`src/slcp_pkg.sv`:
```
// Shared types, character codes and reply tables for the serial line command parser.
`timescale 1ns / 1ps
`default_nettype none
package slcp_pkg;

  typedef enum logic [2:0] {
    ST_IDLE,
    ST_CMP_RD,
    ST_CMP_CHK,
    ST_EMIT,
    ST_ECHO_WAIT
  } slcp_state_t;

  typedef enum logic [1:0] {
    RPL_ON,
    RPL_OFF,
    RPL_ECHO
  } slcp_reply_t;

  localparam logic [7:0] CHAR_CR = 8'h0D;
  localparam logic [7:0] CHAR_LF = 8'h0A;

  localparam int unsigned CMD_ON_LEN  = 6;
  localparam int unsigned CMD_OFF_LEN = 7;
  localparam int unsigned REP_ON_LEN  = 8;
  localparam int unsigned REP_OFF_LEN = 9;
  localparam int unsigned HEAD_LEN    = 10;

  function automatic logic [7:0] cmd_on_char(input logic [2:0] idx);
    logic [7:0] c;
    unique case (idx)
      3'd0:    c = "L";
      3'd1:    c = "E";
      3'd2:    c = "D";
      3'd3:    c = "=";
      3'd4:    c = "O";
      3'd5:    c = "N";
      default: c = 8'h00;
    endcase
    return c;
  endfunction

  function automatic logic [7:0] cmd_off_char(input logic [2:0] idx);
    logic [7:0] c;
    unique case (idx)
      3'd0:    c = "L";
      3'd1:    c = "E";
      3'd2:    c = "D";
      3'd3:    c = "=";
      3'd4:    c = "O";
      3'd5:    c = "F";
      3'd6:    c = "F";
      default: c = 8'h00;
    endcase
    return c;
  endfunction

  function automatic logic [7:0] rep_on_char(input logic [3:0] idx);
    logic [7:0] c;
    unique case (idx)
      4'd0:    c = "L";
      4'd1:    c = "E";
      4'd2:    c = "D";
      4'd3:    c = " ";
      4'd4:    c = "O";
      4'd5:    c = "N";
      4'd6:    c = CHAR_CR;
      4'd7:    c = CHAR_LF;
      default: c = 8'h00;
    endcase
    return c;
  endfunction

  function automatic logic [7:0] rep_off_char(input logic [3:0] idx);
    logic [7:0] c;
    unique case (idx)
      4'd0:    c = "L";
      4'd1:    c = "E";
      4'd2:    c = "D";
      4'd3:    c = " ";
      4'd4:    c = "O";
      4'd5:    c = "F";
      4'd6:    c = "F";
      4'd7:    c = CHAR_CR;
      4'd8:    c = CHAR_LF;
      default: c = 8'h00;
    endcase
    return c;
  endfunction

  function automatic logic [7:0] head_char(input logic [3:0] idx);
    logic [7:0] c;
    unique case (idx)
      4'd0:    c = "Y";
      4'd1:    c = "o";
      4'd2:    c = "u";
      4'd3:    c = " ";
      4'd4:    c = "s";
      4'd5:    c = "a";
      4'd6:    c = "i";
      4'd7:    c = "d";
      4'd8:    c = ":";
      4'd9:    c = " ";
      default: c = 8'h00;
    endcase
    return c;
  endfunction

endpackage
`default_nettype wire

```
`src/serial_line_command_parser_unit.sv`:
```
// Serial line command parser: line store, command compare and reply sequencer.
// Ordinary byte: stored, no reply. Line end: stored characters are compared one at a time,
// each in a read and a check state (only for 6- or 7-byte lines, up to 7, stopping at the
// first mismatch); then reply bytes are loaded as the sink frees, each echoed store byte
// after its own RAM read; input ready is low until the last reply byte is loaded.
// Synchronous active-low reset clears fill count, LED level and sequencer, not the store.
`timescale 1ns / 1ps
`default_nettype none
module serial_line_command_parser_unit #(
  parameter int LINE_CAPACITY = 15
) (
  input  wire logic        clk,
  input  wire logic        rst_n,
  input  wire logic        in_tvalid,
  output logic             in_tready,
  input  wire logic [7:0]  in_tdata,   // [7:0] rx_byte
  output logic             out_tvalid,
  input  wire logic        out_tready,
  output logic [15:0]      out_tdata,  // [7:0] tx_byte, [8] led_level, [15:9] zero
  output logic             out_tlast   // last_of_reply
);

  import slcp_pkg::*;

  localparam int FILL_W = $clog2(LINE_CAPACITY + 1);
  localparam int ADDR_W = $clog2(LINE_CAPACITY);
  localparam int POS_W  = $clog2(LINE_CAPACITY + 13);

  slcp_state_t         state_r, state_nxt;
  slcp_reply_t         kind_r, kind_nxt;
  logic [FILL_W-1:0]   fill_r, fill_nxt;
  logic [2:0]          idx_r, idx_nxt;
  logic [POS_W-1:0]    pos_r, pos_nxt;
  logic                led_r, led_nxt;
  logic                out_valid_r, out_valid_nxt;
  logic [7:0]          out_byte_r, out_byte_nxt;
  logic                out_last_r, out_last_nxt;
  logic                out_led_r, out_led_nxt;

  logic                in_fire, is_eol, is_cmd_len, is_on_len, out_free;
  logic                ram_we, ram_re;
  logic [ADDR_W-1:0]   ram_waddr, ram_raddr;
  logic [7:0]          ram_rdata;
  logic [7:0]          expect_char;
  logic                cmp_miss, cmp_last;
  logic [POS_W-1:0]    fill_pos, store_off, last_pos;
  logic                store_sel, emit_last;
  logic [7:0]          table_byte;

  assign in_tready  = (state_r == ST_IDLE);
  assign in_fire    = in_tvalid && in_tready;
  assign is_eol     = (in_tdata == CHAR_CR) || (in_tdata == CHAR_LF);
  assign is_on_len  = (fill_r == FILL_W'(CMD_ON_LEN));
  assign is_cmd_len = is_on_len || (fill_r == FILL_W'(CMD_OFF_LEN));
  assign out_free   = !out_valid_r || out_tready;

  assign expect_char = is_on_len ? cmd_on_char(idx_r) : cmd_off_char(idx_r);
  assign cmp_miss    = (ram_rdata != expect_char);
  assign cmp_last    = ((FILL_W'(idx_r) + FILL_W'(1)) == fill_r);

  assign fill_pos  = POS_W'(fill_r) + POS_W'(HEAD_LEN);
  assign store_off = pos_r - POS_W'(HEAD_LEN);
  assign store_sel = (kind_r == RPL_ECHO) && (pos_r >= POS_W'(HEAD_LEN)) && (pos_r < fill_pos);

  always_comb begin
    unique case (kind_r)
      RPL_ON:   last_pos = POS_W'(REP_ON_LEN - 1);
      RPL_OFF:  last_pos = POS_W'(REP_OFF_LEN - 1);
      default:  last_pos = fill_pos + POS_W'(1);
    endcase
  end
  assign emit_last = (pos_r == last_pos);

  always_comb begin
    unique case (kind_r)
      RPL_ON:  table_byte = rep_on_char(pos_r[3:0]);
      RPL_OFF: table_byte = rep_off_char(pos_r[3:0]);
      default: begin
        if (pos_r < POS_W'(HEAD_LEN)) begin
          table_byte = head_char(pos_r[3:0]);
        end else if (pos_r == fill_pos) begin
          table_byte = CHAR_CR;
        end else begin
          table_byte = CHAR_LF;
        end
      end
    endcase
  end

  assign ram_we    = in_fire && !is_eol && (fill_r < FILL_W'(LINE_CAPACITY));
  assign ram_waddr = fill_r[ADDR_W-1:0];
  assign ram_re    = (state_r == ST_CMP_RD) || ((state_r == ST_EMIT) && store_sel);
  assign ram_raddr = (state_r == ST_CMP_RD) ? ADDR_W'(idx_r) : store_off[ADDR_W-1:0];

  slcp_ram #(
    .WIDTH (8),
    .DEPTH (LINE_CAPACITY)
  ) u_line_ram (
    .clk   (clk),
    .we    (ram_we),
    .waddr (ram_waddr),
    .wdata (in_tdata),
    .re    (ram_re),
    .raddr (ram_raddr),
    .rdata (ram_rdata)
  );

  always_comb begin
    state_nxt = state_r;
    unique case (state_r)
      ST_IDLE: begin
        if (in_fire && is_eol) begin
          state_nxt = is_cmd_len ? ST_CMP_RD : ST_EMIT;
        end
      end
      ST_CMP_RD:  state_nxt = ST_CMP_CHK;
      ST_CMP_CHK: begin
        if (cmp_miss || cmp_last) begin
          state_nxt = ST_EMIT;
        end else begin
          state_nxt = ST_CMP_RD;
        end
      end
      ST_EMIT: begin
        if (store_sel) begin
          state_nxt = ST_ECHO_WAIT;
        end else if (out_free && emit_last) begin
          state_nxt = ST_IDLE;
        end
      end
      ST_ECHO_WAIT: begin
        if (out_free) begin
          state_nxt = ST_EMIT;
        end
      end
      default: state_nxt = ST_IDLE;
    endcase
  end

  always_comb begin
    kind_nxt      = kind_r;
    fill_nxt      = fill_r;
    idx_nxt       = idx_r;
    pos_nxt       = pos_r;
    led_nxt       = led_r;
    out_valid_nxt = out_valid_r && !out_tready;
    out_byte_nxt  = out_byte_r;
    out_last_nxt  = out_last_r;
    out_led_nxt   = out_led_r;
    unique case (state_r)
      ST_IDLE: begin
        if (ram_we) begin
          fill_nxt = fill_r + FILL_W'(1);
        end
        if (in_fire && is_eol) begin
          idx_nxt = 3'd0;
          pos_nxt = '0;
          kind_nxt = RPL_ECHO;
        end
      end
      ST_CMP_CHK: begin
        if (cmp_miss) begin
          kind_nxt = RPL_ECHO;
        end else if (cmp_last) begin
          kind_nxt = is_on_len ? RPL_ON : RPL_OFF;
          led_nxt  = is_on_len;
        end else begin
          idx_nxt = idx_r + 3'd1;
        end
      end
      ST_EMIT: begin
        if (!store_sel && out_free) begin
          out_valid_nxt = 1'b1;
          out_byte_nxt  = table_byte;
          out_last_nxt  = emit_last;
          out_led_nxt   = led_r;
          pos_nxt       = pos_r + POS_W'(1);
          if (emit_last) begin
            fill_nxt = '0;
          end
        end
      end
      ST_ECHO_WAIT: begin
        if (out_free) begin
          out_valid_nxt = 1'b1;
          out_byte_nxt  = ram_rdata;
          out_last_nxt  = 1'b0;
          out_led_nxt   = led_r;
          pos_nxt       = pos_r + POS_W'(1);
        end
      end
      default: ;
    endcase
  end

  always_ff @(posedge clk) begin
    if (!rst_n) begin
      state_r     <= ST_IDLE;
      fill_r      <= '0;
      led_r       <= 1'b0;
      out_valid_r <= 1'b0;
    end else begin
      state_r     <= state_nxt;
      fill_r      <= fill_nxt;
      led_r       <= led_nxt;
      out_valid_r <= out_valid_nxt;
    end
    kind_r     <= kind_nxt;
    idx_r      <= idx_nxt;
    pos_r      <= pos_nxt;
    out_byte_r <= out_byte_nxt;
    out_last_r <= out_last_nxt;
    out_led_r  <= out_led_nxt;
  end

  assign out_tvalid = out_valid_r;
  assign out_tdata  = {7'd0, out_led_r, out_byte_r};
  assign out_tlast  = out_last_r;

endmodule
`default_nettype wire

```
`src/slcp_ram.sv`:
```
// Generic single-write, single-read RAM with registered read data.
`timescale 1ns / 1ps
`default_nettype none
module slcp_ram #(
  parameter int WIDTH = 8,
  parameter int DEPTH = 15
) (
  input  wire logic                     clk,
  input  wire logic                     we,
  input  wire logic [$clog2(DEPTH)-1:0] waddr,
  input  wire logic [WIDTH-1:0]         wdata,
  input  wire logic                     re,
  input  wire logic [$clog2(DEPTH)-1:0] raddr,
  output logic      [WIDTH-1:0]         rdata
);

  logic [WIDTH-1:0] mem [DEPTH];

  always_ff @(posedge clk) begin
    if (we) begin
      mem[waddr] <= wdata;
    end
    if (re) begin
      rdata <= mem[raddr];
    end
  end

endmodule
`default_nettype wire

```
`config.mk`:
```
export PLATFORM = sky130hd
export DESIGN_NAME = serial_line_command_parser_unit
export DESIGN_NICKNAME = d
export VERILOG_FILES = /design/src/slcp_pkg.sv /design/src/serial_line_command_parser_unit.sv /design/src/slcp_ram.sv
export SDC_FILE = /design/constraint.sdc
export NUM_CORES = 1
export LEC_CHECK = 0
export BUFFER_PORTS_ARGS = -buffer_cell sky130_fd_sc_hd__buf_4
export CORE_ASPECT_RATIO = 0.7
export CORE_MARGIN = 2
export CORE_UTILIZATION = 55
export DETAILED_ROUTE_END_ITERATION = 10
export HOLD_SLACK_MARGIN = 0.08
export PLACE_DENSITY = 0.76
export SLEW_MARGIN = 5
export SYNTH_ARGS = -nofsm -noshare
export SYNTH_HDL_FRONTEND = slang
export SYNTH_SLANG_ARGS = --single-unit
export TNS_END_PERCENT = 20
```
`constraint.sdc`:
```
create_clock -name clk -period 6.6 [get_ports clk]
set_clock_uncertainty 0.2 [all_clocks]
set_input_delay 0.66 -clock clk [delete_from_list [all_inputs] [get_ports clk]]
set_output_delay 0.66 -clock clk [all_outputs]
set_load 0.01 [all_outputs]
```
### Word level (Yosys, flattened, before mapping)

Memories as Yosys holds them, arrays and structs flattened. A register that Yosys moved wholly into a read port is not among the register bits.
Cells that the tools add are included.
Widths: inputs -> output; s select.

| word-level totals | value |
|---|---|
| register bits | 29 |
| RAM bits | 120 |
| ROM bits | 256 |
| bits of input ports | 12 |
| output and inout bits | 19 |
| memories kept | 4 |

Memory list:

| memory | depth | width | rd ports | clocked after Yosys merged registers in | write ports | RTL line | text |
|---|---|---|---|---|---|---|---|
| u_line_ram.mem | 15 | 8 | 1 | 1 | 1 | slcp_ram.sv:17 | `logic [WIDTH-1:0] mem [DEPTH];` |
| (no name shown) | 16 | 7 | 1 | 1 | 0 | slcp_pkg.sv:93 | `unique case (idx)` |
| (no name shown) | 16 | 6 | 1 | 1 | 0 | slcp_pkg.sv:76 | `unique case (idx)` |
| (no name shown) | 8 | 6 | 1 | 1 | 0 | slcp_pkg.sv:60 | `unique case (idx)` |

| operators by class | value |
|---|---|
| add/sub/neg operators | 7 |
| $lt $le $gt $ge | 4 |
| equal/unequal tests | 29 |
| multiplexer cells | 50 |
| bitwise logic cells | 1 |
| reductions and logical operators | 34 |

Operators with widths:

| kind | number |
|---|---|
| $pmux 7 s6 | 2 |
| $mux 8 | 5 |
| $pmux 8 s2 | 2 |
| $mux 3 | 9 |
| $mux 4 | 6 |
| $eq 8x4->1 const B | 2 |
| $mux 5 | 3 |
| $pmux 3 s5 | 1 |
| $pmux 5 s3 | 1 |
| $eq 3x2->1 const B | 4 |
| $eq 3x3->1 const B | 4 |
| $reduce_and 3->1 | 4 |
| $reduce_and 4->1 | 3 |
| $add 5x1->5 const B | 2 |
| $eq 5x5->1 | 2 |
| $logic_and 1x1->1 | 10 |
| $mux 2 | 5 |
| $pmux 5 s2 | 1 |
| $mux 1 | 9 |
| $eq 4x3->1 const B | 2 |
| $ne 2x2->1 const B | 4 |
| $ne 8x8->1 | 1 |
| $pmux 4 s2 | 1 |
| $eq 3x1->1 const B | 2 |
| 26 further kinds | 40 |

### Longest topological paths before layout

| logic depth | value |
|---|---|
| depth after elaboration | 8 |
| gate-level depth with buffers | 16 |
| mapped depth without buffers | 14 |

### Hierarchy

A second synthesis with hierarchy kept.

| unflattened totals | value |
|---|---|
| cells, all modules | 604 |
| area, all modules | 8299.2 um^2 |

By module, submodules not included:

| module | times used | cells each | area an instance (um^2) | sequential area each (um^2) |
|---|---|---|---|---|
| slcp_ram | 1 | 229 | 4946.0 | 3843.7 |
| serial_line_command_parser_unit | 1 | 375 | 3353.2 | 1121.1 |

### Worst setup path after synthesis

OpenSTA, ideal clock, no wires.

| path | value |
|---|---|
| kind | flip-flop to flip-flop |
| from | reg fill_r[1] |
| to | reg with a tool-made name |
| setup time | 0.070 ns |
| arrival time | 3.343 ns |
| data required time | 6.330 ns |
| slack | 2.987 ns |
| cell stages (with the launch flop) | 17 |
| buffers on the path | 2 |
| period minus slack after synthesis | 3.613 ns |
| cell sequence | dfxtp_1 -> ha_1 -> xor2_1 -> ha_1 -> and3_1 -> o21ai_0 -> nand4_1 -> o31ai_1 -> buf_2 -> buf_2 -> nor3_1 -> a21oi_1 -> ha_1 -> nand2_1 -> o21ai_0 -> a22oi_1 -> a21oi_1 |

RTL lines:

| what | RTL line | text |
|---|---|---|
| from (decl) | serial_line_command_parser_unit.sv:31 | `logic [FILL_W-1:0] fill_r, fill_nxt;` |
| from (signal assigned) | serial_line_command_parser_unit.sv:204 | `fill_r <= fill_nxt;` |

==> impl_metrics.env <==
export IMPL_synth_area_leaders="edfxtp_1, mux4_1, dfxtp_1, ha_1, a21oi_1"
export IMPL_status="finished clean"
export IMPL_seqCellArea_sq_um=4965
export IMPL_overflow=0
export IMPL_clk_pin_slew_ns=0.06
export IMPL_hold_viol=0
export IMPL_clockBufferDepth=2
export IMPL_routed_wl_mm=17.57
export IMPL_ys_ff_latch=174
export IMPL_ant_nets=0
export IMPL_fillers=1078
export IMPL_die_area_sq_um=16120
export IMPL_hold_buffers=0
export IMPL_die_w_um=150.9
export IMPL_synthArstFlopShare_pct=0
export IMPL_fin_util_pct=62.28
export IMPL_crit_path_start="fill_r[2]"
export IMPL_crit_required_ns=6.76
export IMPL_syn_inst=624
export IMPL_fin_nets=681
export IMPL_place_area_sq_um=8573
export IMPL_fin_tns_setup_ns=0
export IMPL_p_per_area_nw_per_um2=306.1
export IMPL_grt_max_degree=37
export IMPL_arrival_ns=4.29
export IMPL_grt_pass1_wl_mm=27.73
export IMPL_wl_per_cell_um=20.69
export IMPL_power_leakage_nw=3.305
export IMPL_yosysTopAreaCell="edfxtp_1"
export IMPL_path_class="register to register"
export IMPL_syn2layout_area_growth_pct=10.34
export IMPL_ir_drop_v=0.0002058
export IMPL_multi_input_area_sq_um=3042
export IMPL_antenna_cells=0
export IMPL_via_per_inst=6.237
export IMPL_place_worst_setup_slack_ns=2.579
export IMPL_min_period_over_period_pct=62.52
export IMPL_cap_violations=0
export IMPL_cp_start_kind="register"
export IMPL_r2r_start="fill_r[2]"
export IMPL_cp_end_kind="register"
export IMPL_cts_buffers=17
export IMPL_postCtsSetupRepairBufs=0
export IMPL_slowest_stage="dfxtp_1"
export IMPL_r2r_setup_slack_ns=2.47
export IMPL_cpMostUsedCell="ha_1"
export IMPL_reg2regPathDepth=15
export IMPL_clkSinkCount=174
export IMPL_crit_chain="ha_1 -> xor2_1 -> ha_1 -> and3_1 -> o21ai_0 -> nand4_1 -> o31ai_2 -> buf_4 -> mux2_2 -> inv_1 -> ha_1 -> nand2_1 -> o21ai_0 -> a22oi_1 -> a21oi_1"
export IMPL_hpwl_mm=11.58
export IMPL_h_tree_depth=4
export IMPL_initial_core_util_pct=56.44
export IMPL_syn_avg_cell_area_sq_um=13.32
export IMPL_antenna_found_initial=0
export IMPL_ctsResizeCount=0
export IMPL_netlist_area_leader_share_pct=53.49
export IMPL_rows=37
export IMPL_yosysWarnings=0
export IMPL_drc=0
export IMPL_slowest_delay_ns=0.68
export IMPL_maxSlewViolCount=0
export IMPL_yosysMostFrequentCell="edfxtp_1"
export IMPL_synthesis_area_sq_um=8309
export IMPL_post_route_min_period_ns=4.126
export IMPL_io_buffer_count=23
export IMPL_synth_edff_count=148
export IMPL_synthDistinctLibCells=68
export IMPL_drtIter0Drc=668
export IMPL_cp_max_fo=21
export IMPL_cts_root_buf="clkbuf_16"
export IMPL_grt_pass1_vias=4874
export IMPL_setup_ws_ns=2.474
export IMPL_hold_path_class="primary input to register"
export IMPL_vias=5295
export IMPL_finish_instance_area_sq_um=9169
export IMPL_die_h_um=106.8
export IMPL_drive_above_1_share_pct=12.69
export IMPL_clock_fmax_mhz=242.4
export IMPL_ioPinCount=31
export IMPL_coreArea_sq_um=14720
export IMPL_gp_congestion=0.9125
export IMPL_max_slew_margin_pct=29.54
export IMPL_firstDrtPassIters=5
export IMPL_grt_use_total_pct=23.36
export IMPL_setup_viol=0
export IMPL_cts_tree="yes"
export IMPL_seq_area_frac_synth_pct=59.75
export IMPL_worstMarginPinSlew_ns=1.057
export IMPL_synth_flop_cell="edfxtp_1"
export IMPL_clk_latency_ns=0.43
export IMPL_synth_common_cells="edfxtp_1, nor2_1, a21oi_1"
export IMPL_rsz0062_at_grt="no"
-- routing by layer --
metal	share of wire [%]	global-route usage (%)	vias to the layer above
li1	-	-	2417
met1	46	35.79	2576
met2	44	33.18	283
met3	9.1	6.894	19
met4	1.0	5.140	0
met5	0	0	-
-- through the flow --
step | total power [mW] | instances | hold WS [ns]
floorplan | 1.634 | 630 | 0.2083
global placement | 1.789 | 817 | 0.2841
detailed placement | 1.802 | 817 | 0.2922
CTS | 2.808 | 849 | 0.2816
global route | 2.917 | 849 | 0.2804
finish | 2.806 | 849 | 0.2931
-- power breakdown --
part	internal (mW)	switching (mW)	total [mW]
combinational	0.197	0.285	0.482
sequential	1.26	0.0464	1.31
clock	0.598	0.417	1.01
total	2.06	0.749	2.81
-- worst min path at each step --
stage                      from         end  cells after the start
after floorplan           led_r   out_led_r                      0
after global placement    led_r   out_led_r                      0
after detailed placement  led_r   out_led_r                      0
after CTS                 rst_n  state_r[2]                      2
after global routing      rst_n  state_r[2]                      2
final                     rst_n  state_r[2]                      2
-- cell type report --
cell class | instances | share of cell area (%)
multi-input combinational | 394 | 33.17
sequential | 174 | 54.15
timing repair buffer | 32 | 2.620
tap | 195 | 2.661
clock buffer | 19 | 4.722
inverter | 22 | 0.9007
clock inverter | 13 | 1.774
-- layout by cell type (no fill, tap or decap), drive strengths merged, types with 4 or more instances in the layout --
master,n
or3,4
clkinv,6
nor2b,16
or2,4
nand4,5
xnor2,4
o21ai,22
o211ai,8
nand2b,8
conb,7
a21oi,44
and2,4
mux4,20
mux2i,16
nand3,7
nand2,37
buf,32
nor2,46
edfxtp,148
a21o,4
a211oi,18
o31ai,6
inv,25
ha,28
clkbuf,19
nor3,11
xor2,10
a31oi,9
or4,4
nor4,6
dfxtp,26
a22oi,5
-- registers in the layout (all words and copies together), names as in the netlist, named ones only --
name              flops
kind_r                2
led_r                 1
u_line_ram.rdata      8
u_line_ram.mem      120
out_byte_r            8
out_led_r             1
idx_r                 3
state_r               3
fill_r                4
out_tvalid            1
out_tlast             1
pos_r                 5
-- worst max-delay path, delay by kind of cell, from the launching register on --
family / cells / cell delay [ns]
buffers and inverters: 2 / 0.39
and+or+nand+nor: 3 / 0.42
adders and majority gates: 3 / 0.91
xor gates and xnor gates: 1 / 0.34
AOI/OAI and AO/OA: 5 / 0.69
DFF: 1 / 0.68
muxes: 1 / 0.43
-- logic make-up after synthesis --
logic type               after synthesis  share of synthesized area (%)
AO/OA/AOI/OAI                        140                          11.29
XOR/XNOR                              15                          1.747
multiplexers                          39                          8.703
flip-flops                           174                          59.75
AND/OR/NAND/NOR                      165                          10.16
buffers and inverters                 62                          4.081
other                                  1                        0.04513
adder cells (fa/ha/maj)               28                          4.216
No activity file was read; power rests on OpenSTA's default activity.
